===== config.mk =====
export PLATFORM = sky130hd
export DESIGN_NAME = pulse_scale_blend_effect
export DESIGN_NICKNAME = d
export VERILOG_FILES = /design/src/rtl/psbe_pkg.sv /design/src/rtl/psbe_csr.sv /design/src/rtl/psbe_state.sv /design/src/rtl/psbe_geom.sv /design/src/rtl/pulse_scale_blend_effect.sv
export SDC_FILE = /design/constraint.sdc
export NUM_CORES = 2
export LEC_CHECK = 0
export ABC_AREA = 1
export CELL_PAD_IN_SITES_DETAIL_PLACEMENT = 1
export CELL_PAD_IN_SITES_GLOBAL_PLACEMENT = 2
export CORE_ASPECT_RATIO = 0.75
export CORE_MARGIN = 4
export CORE_UTILIZATION = 43
export DETAILED_ROUTE_END_ITERATION = 16
export DONT_BUFFER_PORTS = 1
export GPL_ROUTABILITY_DRIVEN = 0
export MAX_ROUTING_LAYER = met4
export PLACE_DENSITY_LB_ADDON = 0.1
export SYNTH_ARGS = -nofsm -noshare
export SYNTH_HDL_FRONTEND = slang
export SYNTH_SLANG_ARGS = --single-unit

===== constraint.sdc =====
create_clock -name clock -period 14.25 [get_ports clock]
set_input_delay 0.7125 -clock clock [delete_from_list [all_inputs] [get_ports clock]]
set_output_delay 0.7125 -clock clock [all_outputs]
set_load 0.005 [all_outputs]

===== src/rtl/psbe_pkg.sv =====
`timescale 1ns / 1ps
// ----------------------------------------------------------------------------
// psbe_pkg - shared types and constants of the pulse scale blend effect
// Effect kinds, command and mode codes, register map, reset values and the
// structs that pass between the state stage and the geometry stages.
// ----------------------------------------------------------------------------
package psbe_pkg;

   // Effect kinds
   typedef enum logic [1:0] {
      KIND_NONE   = 2'd0,
      KIND_ACCEPT = 2'd1,
      KIND_FAIL   = 2'd2
   } kind_type;

   // Input commands
   localparam logic CMD_TICK    = 1'b0;
   localparam logic CMD_TRIGGER = 1'b1;

   // Trigger modes
   localparam logic [1:0] MODE_CLEAR  = 2'd0;
   localparam logic [1:0] MODE_ACCEPT = 2'd1;
   localparam logic [1:0] MODE_FAIL   = 2'd2;

   // Register map (word index)
   localparam logic [2:0] REG_ACCEPT_RATE  = 3'd0;
   localparam logic [2:0] REG_ACCEPT_MAX   = 3'd1;
   localparam logic [2:0] REG_FAIL_RATE    = 3'd2;
   localparam logic [2:0] REG_FAIL_MAX     = 3'd3;
   localparam logic [2:0] REG_ACCEPT_COLOR = 3'd4;
   localparam logic [2:0] REG_ACCEPT_BLEND = 3'd5;
   localparam logic [2:0] REG_FAIL_COLOR   = 3'd6;
   localparam logic [2:0] REG_FAIL_BLEND   = 3'd7;

   // Reset values
   localparam logic [15:0] RATE_RESET  = 16'd256;
   localparam logic [15:0] MAX_RESET   = 16'd4096;
   localparam logic [14:0] COLOR_RESET = 15'h7fff;
   localparam logic [5:0]  BLEND_OFF   = 6'd32;

   // Configuration register set
   typedef struct packed {
      logic [15:0] accept_rate;
      logic [15:0] accept_max;
      logic [15:0] fail_rate;
      logic [15:0] fail_max;
      logic [14:0] accept_color;
      logic [5:0]  accept_blend;
      logic [14:0] fail_color;
      logic [5:0]  fail_blend;
   } cfg_type;

   // Effect state after one item
   typedef struct packed {
      kind_type    kind;
      logic [15:0] scale;
      logic [5:0]  blend;
      logic [14:0] color;
   } snap_type;

   // Base rectangle of one item
   typedef struct packed {
      logic signed [15:0] left;
      logic signed [15:0] top;
      logic signed [15:0] right;
      logic signed [15:0] bottom;
   } rect_type;

   // Stage advance enables
   typedef struct packed {
      logic adv_a;
      logic adv_b;
      logic adv_c;
   } pipe_ctl_type;

   // Saturate a 22-bit signed edge to 16 bits
   function automatic logic [15:0] sat16(input logic signed [21:0] v);
      logic [15:0] r;
      if (v > 22'sd32767) begin
         r = 16'h7fff;
      end else if (v < -22'sd32768) begin
         r = 16'h8000;
      end else begin
         r = v[15:0];
      end
      return r;
   endfunction

endpackage


===== src/rtl/psbe_csr.sv =====
`timescale 1ns / 1ps
// ----------------------------------------------------------------------------
// psbe_csr - configuration registers
// APB-style write/read port over the eight effect registers.
// ----------------------------------------------------------------------------
module psbe_csr (
   input  logic              clock,
   input  logic              reset,
   input  logic              psel,
   input  logic              penable,
   input  logic              pwrite,
   input  logic [4:0]        paddr,
   input  logic [31:0]       pwdata,
   output logic [31:0]       prdata,
   output psbe_pkg::cfg_type cfg
);

   psbe_pkg::cfg_type cfg_ff, cfg_in;
   logic              wr_en;
   logic [2:0]        idx;

   assign idx   = paddr[4:2];
   assign wr_en = psel & penable & pwrite;

   // Decode the write transfer
   always_comb begin
      cfg_in = cfg_ff;
      if (wr_en) begin
         case (idx)
            psbe_pkg::REG_ACCEPT_RATE:  cfg_in.accept_rate  = pwdata[15:0];
            psbe_pkg::REG_ACCEPT_MAX:   cfg_in.accept_max   = pwdata[15:0];
            psbe_pkg::REG_FAIL_RATE:    cfg_in.fail_rate    = pwdata[15:0];
            psbe_pkg::REG_FAIL_MAX:     cfg_in.fail_max     = pwdata[15:0];
            psbe_pkg::REG_ACCEPT_COLOR: cfg_in.accept_color = pwdata[14:0];
            psbe_pkg::REG_ACCEPT_BLEND: cfg_in.accept_blend = pwdata[5:0];
            psbe_pkg::REG_FAIL_COLOR:   cfg_in.fail_color   = pwdata[14:0];
            psbe_pkg::REG_FAIL_BLEND:   cfg_in.fail_blend   = pwdata[5:0];
            default:                    cfg_in = cfg_ff;
         endcase
      end
   end

   always_ff @(posedge clock) begin
      if (reset) begin
         cfg_ff.accept_rate  <= psbe_pkg::RATE_RESET;
         cfg_ff.accept_max   <= psbe_pkg::MAX_RESET;
         cfg_ff.fail_rate    <= psbe_pkg::RATE_RESET;
         cfg_ff.fail_max     <= psbe_pkg::MAX_RESET;
         cfg_ff.accept_color <= psbe_pkg::COLOR_RESET;
         cfg_ff.accept_blend <= psbe_pkg::BLEND_OFF;
         cfg_ff.fail_color   <= psbe_pkg::COLOR_RESET;
         cfg_ff.fail_blend   <= psbe_pkg::BLEND_OFF;
      end else begin
         cfg_ff <= cfg_in;
      end
   end

   // Read back
   always_comb begin
      case (idx)
         psbe_pkg::REG_ACCEPT_RATE:  prdata = {16'd0, cfg_ff.accept_rate};
         psbe_pkg::REG_ACCEPT_MAX:   prdata = {16'd0, cfg_ff.accept_max};
         psbe_pkg::REG_FAIL_RATE:    prdata = {16'd0, cfg_ff.fail_rate};
         psbe_pkg::REG_FAIL_MAX:     prdata = {16'd0, cfg_ff.fail_max};
         psbe_pkg::REG_ACCEPT_COLOR: prdata = {17'd0, cfg_ff.accept_color};
         psbe_pkg::REG_ACCEPT_BLEND: prdata = {26'd0, cfg_ff.accept_blend};
         psbe_pkg::REG_FAIL_COLOR:   prdata = {17'd0, cfg_ff.fail_color};
         psbe_pkg::REG_FAIL_BLEND:   prdata = {26'd0, cfg_ff.fail_blend};
         default:                    prdata = 32'd0;
      endcase
   end

   assign cfg = cfg_ff;

endmodule


===== src/rtl/psbe_state.sv =====
`timescale 1ns / 1ps
// ----------------------------------------------------------------------------
// psbe_state - effect state update
// Applies one tick or trigger to the effect state and captures the new
// state with the item's base rectangle into the first pipeline register.
// ----------------------------------------------------------------------------
module psbe_state (
   input  logic               clock,
   input  logic               reset,
   input  logic               accept,
   input  logic               adv_a,
   input  logic               command,
   input  logic [1:0]         trigger_mode,
   input  psbe_pkg::rect_type rect,
   input  psbe_pkg::cfg_type  cfg,
   output psbe_pkg::snap_type snap,
   output psbe_pkg::rect_type rect_out
);

   psbe_pkg::snap_type st_ff, st_in;
   logic               growing_ff, growing_in;
   psbe_pkg::snap_type snap_ff;
   psbe_pkg::rect_type rect_ff;

   logic [15:0] rate, peak;
   logic [16:0] sum;
   logic [5:0]  blend_step;

   assign rate       = (st_ff.kind == psbe_pkg::KIND_FAIL) ? cfg.fail_rate : cfg.accept_rate;
   assign peak       = (st_ff.kind == psbe_pkg::KIND_FAIL) ? cfg.fail_max : cfg.accept_max;
   assign sum        = {1'b0, st_ff.scale} + {1'b0, rate};
   assign blend_step = (st_ff.blend < psbe_pkg::BLEND_OFF) ? st_ff.blend + 6'd1
                                                            : psbe_pkg::BLEND_OFF;

   // Next effect state
   always_comb begin
      st_in      = st_ff;
      growing_in = growing_ff;
      if (command == psbe_pkg::CMD_TRIGGER) begin
         case (trigger_mode)
            psbe_pkg::MODE_CLEAR: begin
               st_in.kind  = psbe_pkg::KIND_NONE;
               st_in.scale = 16'd0;
               st_in.blend = psbe_pkg::BLEND_OFF;
               st_in.color = psbe_pkg::COLOR_RESET;
               growing_in  = 1'b0;
            end
            psbe_pkg::MODE_ACCEPT: begin
               st_in.kind  = psbe_pkg::KIND_ACCEPT;
               st_in.scale = 16'd0;
               st_in.blend = cfg.accept_blend;
               st_in.color = cfg.accept_color;
               growing_in  = 1'b1;
            end
            psbe_pkg::MODE_FAIL: begin
               st_in.kind  = psbe_pkg::KIND_FAIL;
               st_in.scale = 16'd0;
               st_in.blend = cfg.fail_blend;
               st_in.color = cfg.fail_color;
               growing_in  = 1'b1;
            end
            default: begin
               st_in      = st_ff;
               growing_in = growing_ff;
            end
         endcase
      end else if (st_ff.kind != psbe_pkg::KIND_NONE) begin
         st_in.blend = blend_step;
         if (growing_ff) begin
            if (sum >= {1'b0, peak}) begin
               st_in.scale = peak;
               growing_in  = 1'b0;
            end else begin
               st_in.scale = sum[15:0];
            end
         end else begin
            st_in.scale = (st_ff.scale <= rate) ? 16'd0 : st_ff.scale - rate;
         end
         // end of the effect: back to idle
         if (st_in.scale == 16'd0 && blend_step == psbe_pkg::BLEND_OFF) begin
            st_in.kind  = psbe_pkg::KIND_NONE;
            st_in.blend = psbe_pkg::BLEND_OFF;
            st_in.color = psbe_pkg::COLOR_RESET;
            growing_in  = 1'b0;
         end
      end
   end

   // Persistent state advances on every accepted transfer
   always_ff @(posedge clock) begin
      if (reset) begin
         st_ff.kind  <= psbe_pkg::KIND_NONE;
         st_ff.scale <= 16'd0;
         st_ff.blend <= psbe_pkg::BLEND_OFF;
         st_ff.color <= psbe_pkg::COLOR_RESET;
         growing_ff  <= 1'b0;
      end else if (accept) begin
         st_ff      <= st_in;
         growing_ff <= growing_in;
      end
   end

   // Stage A payload
   always_ff @(posedge clock) begin
      if (adv_a) begin
         snap_ff <= st_in;
         rect_ff <= rect;
      end
   end

   assign snap     = snap_ff;
   assign rect_out = rect_ff;

endmodule


===== src/rtl/psbe_geom.sv =====
`timescale 1ns / 1ps
// ----------------------------------------------------------------------------
// psbe_geom - draw request geometry
// Stage B forms the rectangle size products and centers; stage C takes the
// truncated edges, the emptiness test and saturation into the result register.
// ----------------------------------------------------------------------------
module psbe_geom (
   input  logic               clock,
   input  logic               adv_b,
   input  logic               adv_c,
   input  psbe_pkg::snap_type snap,
   input  psbe_pkg::rect_type rect,
   output logic [1:0]         effect_kind_out,
   output logic               draw_valid,
   output logic [5:0]         draw_blend,
   output logic [14:0]        draw_color,
   output logic [15:0]        rect_left,
   output logic [15:0]        rect_top,
   output logic [15:0]        rect_right,
   output logic [15:0]        rect_bottom
);

   // Stage B
   logic signed [16:0] w, h, cx, cy;
   logic               pre_ok;

   logic [31:0]        pw_ff, ph_ff;
   logic signed [16:0] cx_ff, cy_ff;
   logic               ok_ff;
   logic [1:0]         kind_ff;
   logic [5:0]         blend_ff;
   logic [14:0]        color_ff;

   assign w  = $signed({rect.right[15], rect.right}) - $signed({rect.left[15], rect.left});
   assign h  = $signed({rect.bottom[15], rect.bottom}) - $signed({rect.top[15], rect.top});
   assign cx = $signed({rect.left[15], rect.left}) + $signed({2'b00, w[15:1]});
   assign cy = $signed({rect.top[15], rect.top}) + $signed({2'b00, h[15:1]});

   // visible, nonzero scale and nonempty base
   assign pre_ok = (snap.kind != psbe_pkg::KIND_NONE) && (snap.scale != 16'd0) &&
                   !snap.blend[5] && (w > 17'sd0) && (h > 17'sd0);

   always_ff @(posedge clock) begin
      if (adv_b) begin
         pw_ff    <= w[15:0] * snap.scale;
         ph_ff    <= h[15:0] * snap.scale;
         cx_ff    <= cx;
         cy_ff    <= cy;
         ok_ff    <= pre_ok;
         kind_ff  <= snap.kind;
         blend_ff <= snap.blend;
         color_ff <= snap.color;
      end
   end

   // Stage C: edge = trunc((c*8192 - w*s) / 8192)
   logic signed [33:0] num_x, num_y;
   logic signed [20:0] qx, qy, lx, ly;
   logic [19:0]        sw, sh;
   logic signed [21:0] ex_l, ey_t, ex_r, ey_b;
   logic               vis;

   assign num_x = $signed({{4{cx_ff[16]}}, cx_ff, 13'd0}) - $signed({2'b00, pw_ff});
   assign num_y = $signed({{4{cy_ff[16]}}, cy_ff, 13'd0}) - $signed({2'b00, ph_ff});
   assign qx    = num_x[33:13];
   assign qy    = num_y[33:13];
   // round toward zero for negative values with a remainder
   assign lx    = (num_x[33] && (num_x[12:0] != 13'd0)) ? qx + 21'sd1 : qx;
   assign ly    = (num_y[33] && (num_y[12:0] != 13'd0)) ? qy + 21'sd1 : qy;
   assign sw    = pw_ff[31:12];
   assign sh    = ph_ff[31:12];
   assign ex_l  = {lx[20], lx};
   assign ey_t  = {ly[20], ly};
   assign ex_r  = ex_l + $signed({2'b00, sw});
   assign ey_b  = ey_t + $signed({2'b00, sh});
   assign vis   = ok_ff && (sw != 20'd0) && (sh != 20'd0);

   logic [1:0]  kind_o_ff;
   logic        valid_o_ff;
   logic [5:0]  blend_o_ff;
   logic [14:0] color_o_ff;
   logic [15:0] l_o_ff, t_o_ff, r_o_ff, b_o_ff;

   // Result register; blend, color and edge fields are zero when nothing is drawn
   always_ff @(posedge clock) begin
      if (adv_c) begin
         kind_o_ff  <= kind_ff;
         valid_o_ff <= vis;
         blend_o_ff <= vis ? blend_ff : 6'd0;
         color_o_ff <= vis ? color_ff : 15'd0;
         l_o_ff     <= vis ? psbe_pkg::sat16(ex_l) : 16'd0;
         t_o_ff     <= vis ? psbe_pkg::sat16(ey_t) : 16'd0;
         r_o_ff     <= vis ? psbe_pkg::sat16(ex_r) : 16'd0;
         b_o_ff     <= vis ? psbe_pkg::sat16(ey_b) : 16'd0;
      end
   end

   assign effect_kind_out = kind_o_ff;
   assign draw_valid      = valid_o_ff;
   assign draw_blend      = blend_o_ff;
   assign draw_color      = color_o_ff;
   assign rect_left       = l_o_ff;
   assign rect_top        = t_o_ff;
   assign rect_right      = r_o_ff;
   assign rect_bottom     = b_o_ff;

endmodule


===== src/rtl/pulse_scale_blend_effect.sv =====
`timescale 1ns / 1ps
// ----------------------------------------------------------------------------
// pulse_scale_blend_effect - overlay pulse effect
// Channel  Dir  tdata                               tuser
// req      in   base_left/top/right/bottom (64 b)   command, trigger_mode
// rsp      out  blend, color, rect edges (88 b)     effect_kind_out, draw_valid
// csr      in   APB-style, eight 32-bit registers at byte address 4*i
//
// One item per cycle while rsp is not stalled; each result passes through the
// state stage, multiply stage and edge stage into the result register.
// Reset clears the effect state, the stage valids and loads register defaults.
// A stall on rsp holds the pipeline stage by stage; req_tready drops only
// when every stage is full and the result is not taken.
// ----------------------------------------------------------------------------
module pulse_scale_blend_effect (
   input  logic        clock,
   input  logic        reset,
   // input channel
   input  logic        req_tvalid,
   output logic        req_tready,
   input  logic [63:0] req_tdata,   // base_left, base_top, base_right, base_bottom
   input  logic [2:0]  req_tuser,   // command, trigger_mode[1:0]
   // result channel
   output logic        rsp_tvalid,
   input  logic        rsp_tready,
   output logic [87:0] rsp_tdata,   // draw_blend, draw_color, rect_left, rect_top,
                                    // rect_right, rect_bottom, zero pad
   output logic [2:0]  rsp_tuser,   // effect_kind_out[1:0], draw_valid
   // configuration port
   input  logic        csr_psel,
   input  logic        csr_penable,
   input  logic        csr_pwrite,
   input  logic [4:0]  csr_paddr,
   input  logic [31:0] csr_pwdata,
   output logic [31:0] csr_prdata,
   output logic        csr_pready
);

   psbe_pkg::cfg_type      cfg;
   psbe_pkg::snap_type     snap;
   psbe_pkg::rect_type     rect_in, rect_a;
   psbe_pkg::pipe_ctl_type ctl;

   logic va_ff, vb_ff, vc_ff;
   logic accept;

   // Stage advance: a stage moves when it is empty or its successor moves
   assign ctl.adv_c = !vc_ff || rsp_tready;
   assign ctl.adv_b = !vb_ff || ctl.adv_c;
   assign ctl.adv_a = !va_ff || ctl.adv_b;
   assign req_tready = ctl.adv_a;
   assign accept     = req_tvalid && ctl.adv_a;

   always_ff @(posedge clock) begin
      if (reset) begin
         va_ff <= 1'b0;
         vb_ff <= 1'b0;
         vc_ff <= 1'b0;
      end else begin
         if (ctl.adv_a) va_ff <= req_tvalid;
         if (ctl.adv_b) vb_ff <= va_ff;
         if (ctl.adv_c) vc_ff <= vb_ff;
      end
   end

   assign rect_in.left   = req_tdata[15:0];
   assign rect_in.top    = req_tdata[31:16];
   assign rect_in.right  = req_tdata[47:32];
   assign rect_in.bottom = req_tdata[63:48];

   psbe_csr u_csr (
      .clock   (clock),
      .reset   (reset),
      .psel    (csr_psel),
      .penable (csr_penable),
      .pwrite  (csr_pwrite),
      .paddr   (csr_paddr),
      .pwdata  (csr_pwdata),
      .prdata  (csr_prdata),
      .cfg     (cfg)
   );

   assign csr_pready = 1'b1;

   psbe_state u_state (
      .clock        (clock),
      .reset        (reset),
      .accept       (accept),
      .adv_a        (ctl.adv_a),
      .command      (req_tuser[0]),
      .trigger_mode (req_tuser[2:1]),
      .rect         (rect_in),
      .cfg          (cfg),
      .snap         (snap),
      .rect_out     (rect_a)
   );

   logic [1:0]  effect_kind_out;
   logic        draw_valid;
   logic [5:0]  draw_blend;
   logic [14:0] draw_color;
   logic [15:0] rect_left, rect_top, rect_right, rect_bottom;

   psbe_geom u_geom (
      .clock           (clock),
      .adv_b           (ctl.adv_b),
      .adv_c           (ctl.adv_c),
      .snap            (snap),
      .rect            (rect_a),
      .effect_kind_out (effect_kind_out),
      .draw_valid      (draw_valid),
      .draw_blend      (draw_blend),
      .draw_color      (draw_color),
      .rect_left       (rect_left),
      .rect_top        (rect_top),
      .rect_right      (rect_right),
      .rect_bottom     (rect_bottom)
   );

   assign rsp_tvalid = vc_ff;
   assign rsp_tuser  = {draw_valid, effect_kind_out};
   assign rsp_tdata  = {3'd0, rect_bottom, rect_right, rect_top, rect_left,
                        draw_color, draw_blend};

endmodule

==> summary.txt <==
Outcome
  – Status: finished clean

Power and ir drop
  – Combinational share of power: 0.687
  – Clk network pwr share: 0.131
  – P_leak: 24.4 nW
  – Int Power: ~5 mW
  – Net switching power: slightly below 6 mW
  – Total Power: about 11 mW
  – VDD IR max: between 0.15 and 0.2 mV
  – Reg power frac: 0.182
  – PwrDens: roughly 220 mW/mm2
  – Net Sw Frac: 0.536

Cells and area
  – Most frequent cells in the layout: nand2_1 (1219), inv_1 (1051), nor2_1 (547)
  – Ratio of cells with drive above 1 in the final layout: 0.0528
  – Fin nets: 6672
  – Final Util: 0.466
  – Filler-free cell count of the finished design: a little over 7k
  – Most common cell after layout, fill and taps aside: nand2_1
  – Area delta synth->final: 6.81%
  – Final Instance Area: 0.0494 mm2

Die
  – DIE AREA: around 0.11 mm2
  – Core area: roughly 0.11 mm2
  – Initial Util: 0.436
  – I/O Pins: about 240
  – Row cnt: 103
  – Die W: approximately 390 um
  – Die Ht: 292 um

Timing
  – Final setup viols: 0
  – Clk_skew: around 0.019 ns
  – Hold_ws: about 0.16 ns
  – Max Clk Rate: between 0.1 and 0.15 GHz
  – Setup tns final: 0 ns
  – Fin crit share: 0.647
  – Least-Margin Pin Slew: between 1 and 1.5 ns
  – Final Max Slew Viols: 0
  – Fin. Hold Viols: 0
  – Max_slew headroom: 0.200
  – Min Tclk post-route: between 9 and 10 ns
  – PnR worst setup slack: just over 5 ns
  – RSZ-0062 raised after global routing: false

Run
  – Max-cap viol count: 0

Clock tree
  – Clk buf depth: 3
  – H-tree depth: 2
  – # hold bufs at CTS: 0
  – Clock sink total: ~460
  – TritonCTS buffer count: 53
  – Clock Root Buffer: clkbuf_16
  – TritonCTS clock tree: built
  – # resized after CTS: 0
  – Clock-pin slew of the registers on the worst-case setup and hold paths: ~0.070 ns
  – Worst skew pair latency: ~0.65 ns
  – Setup Fix Bufs, Post-CTS: 0

Worst setup path
  – R2r endpoint: u_geom.pw_ff[31]
  – Critical path class: flop to flop
  – Origin of the worst setup path: u_state.rect_out[16]
  – Critical Path End: u_geom.pw_ff[31]
  – Critical-path maximum fanout: 11
  – CP max stage cell: inv_1
  – Worst reg2reg setup slack: approximately 5.0 ns
  – CP top delay family: adder cells
  – Worst EP required: 14.66 ns
  – Cell depth of the worst setup path: 33
  – Worst Setup End Kind: flop
  – Critical path arrival: around 9.6 ns
  – R2R depth: 33
  – Most used cell, CP: inv_1
  – Critical Path Max Stage Delay: 0.61 ns
  – CP Launch Type: flop
  – CP Buf/Inv Count: 8
  – RR Startpoint: u_state.rect_out[16]

GRT
  – Largest net degree at the start of global routing: slightly below 100
  – Grt ovf: 0
  – GRT Overall Usage: 0.286
  – GR Util met1: 0.422
  – First-pass GRT wire length: approximately 240000 um
  – Vias in the first global route: between 30k and 40k
  – Routing usage on met2: 0.426
  – Initial antenna violation count: 11
  – Met3 Track Usage GR: 0.0457
  – GR peak layer: met2

Place
  – Placement Setup Slack: about 5.1 ns
  – # port buffers: 0
  – Dpl cells: just over 7k
  – Dpl hpwl: between 100000 and 150000 um
  – Placed Area: about 0.048 mm2

Drt
  – Antenna viol nets, final: 0
  – Initial drt markers: between 2k and 3k
  – Routed vias: between 30k and 40k
  – DRC: 0
  – Routed WL per cell: roughly 22 um
  – WL final: approximately 160000 um
  – DR vias/cell: 5.40
  – Count of TritonRoute iterations in the first routing pass: 5

Synthesis
  – Yosys reg bits: ~460
  – Cells after Synth: ~5.8k
  – Netlist cell types: between 60 and 70
  – Mapped Area: approximately 0.046 mm2
  – Syn Area/Cell: between 7 and 8 um2
  – Register area share after synthesis: 0.268
  – Yosys warnings: 0

Worst hold path
  – Hold Path Class: primary input to flop
  – Worst hold path depth: 0
==> power by group through the flow <==
stage               clock network [mW]  registers, mW  logic, mW
floorplan                            0           1.86       5.40
global placement                     0           2.02       7.29
detailed placement                   0           2.02       7.44
CTS                               1.48           1.99       7.50
global route                      1.53           2.01       8.51
finish                            1.44           2.00       7.55
==> flip-flops by register name, summed over array words and instances, names as in the netlist, 2 cells and up <==
| register | cells |
|---|---|
| u_geom.cx_ff | 17 |
| u_geom.draw_blend | 6 |
| u_geom.rect_top | 16 |
| u_geom.rect_right | 16 |
| u_state.snap | 39 |
| u_geom.ph_ff | 32 |
| u_csr.cfg | 106 |
| u_geom.rect_bottom | 16 |
| u_state.st_ff | 39 |
| u_geom.color_ff | 15 |
| u_geom.rect_left | 16 |
| u_geom.kind_ff | 2 |
| u_geom.effect_kind_out | 2 |
| u_geom.cy_ff | 17 |
| u_geom.draw_color | 15 |
| u_geom.pw_ff | 32 |
| u_geom.blend_ff | 6 |
| u_state.rect_out | 64 |
==> synthesized netlist by cell type (all sizes together) <==
library cell / n / area share
mux2i: 1 / 0.00022
o21ai: 254 / 0.028
xnor2: 44 / 0.0083
a211oi: 8 / 0.0013
a22oi: 6 / 0.00097
a21o: 17 / 0.0028
mux2: 1 / 0.00024
nor4: 20 / 0.0027
and2: 4 / 0.00054
nor3b: 1 / 0.00016
inv: 1072 / 0.087
o2111ai: 13 / 0.0026
clkinv: 19 / 0.0015
nor3: 51 / 0.0062
o21a: 10 / 0.0016
clkbuf: 131 / 0.011
o211ai: 18 / 0.0029
nand3b: 26 / 0.0046
a31oi: 15 / 0.0020
o22ai: 17 / 0.0023
nand4: 54 / 0.0078
a21boi: 9 / 0.0015
o221ai: 9 / 0.0017
and3: 1 / 0.00014
buf: 53 / 0.0082
or2: 23 / 0.0031
fa: 396 / 0.17
dfxtp: 149 / 0.064
edfxtp: 313 / 0.20
o31ai: 7 / 0.0011
xor2: 124 / 0.024
o221a: 2 / 0.00049
o21bai: 13 / 0.0022
nor2: 565 / 0.047
or3: 1 / 0.00014
nand3: 265 / 0.030
a221oi: 18 / 0.0034
ha: 408 / 0.11
o211a: 1 / 0.00022
a21oi: 405 / 0.046
conb: 2 / 0.00016
nand2: 1271 / 0.11
o311ai: 2 / 0.00038
a31o: 2 / 0.00038
==> final cells by class <==
class,count,area [um2]
Antenna cell,5,12.5
Clock buffer,65,1420
Clock inverter,33,367
Fill cell,12912,56700
Inverter,1091,4100
Multi-Input combinational cell,4102,29000
Sequential cell,462,12400
Tap cell,1417,1770
Timing Repair Buffer,47,353
==> worst reg2reg max path, delay by kind of cell (launching register included) <==
kind	cells	cell delay, ns
flip-flops	1	0.38
buffers and inverters	8	1.09
adder cells (fa/ha/maj)	9	4.03
AND/OR/NAND/NOR	9	1.38
AO/OA/AOI/OAI	7	2.10
==> per-layer routing <==
metal	up-vias	share of wire
met5	-	0
met4	0	0.012
met3	127	0.065
met2	980	0.43
met1	19488	0.49
li1	18405	-
==> how the worst min path moves through the flow <==
stage                                start              endpoint
after floorplan           u_state.snap[15]    u_geom.blend_ff[0]
after global placement    u_state.snap[11]   u_geom.color_ff[11]
after detailed placement  u_state.snap[11]   u_geom.color_ff[11]
after CTS                            reset                 va_ff
after global routing         req_tdata[41]  u_state.rect_out[25]
final                         req_tdata[0]  u_state.rect_out[48]
==> kinds of logic (layout without fill, tap and decap cells) <==
| group | after synthesis | after routing | share of synthesized area |
|---|---|---|---|
| and+or+nand+nor | 2282 | 2282 | 0.209 |
| buffers and inverters | 1275 | 1236 | 0.107 |
| xor gates and xnor gates | 168 | 168 | 0.0320 |
| other | 2 | 25 | 0.000162 |
| muxes | 2 | 2 | 0.000460 |
| adders and majority gates | 804 | 804 | 0.282 |
| DFF | 462 | 462 | 0.268 |
| AOI/OAI and AO/OA | 826 | 826 | 0.102 |
No activity file was read; power rests on OpenSTA's default activity.
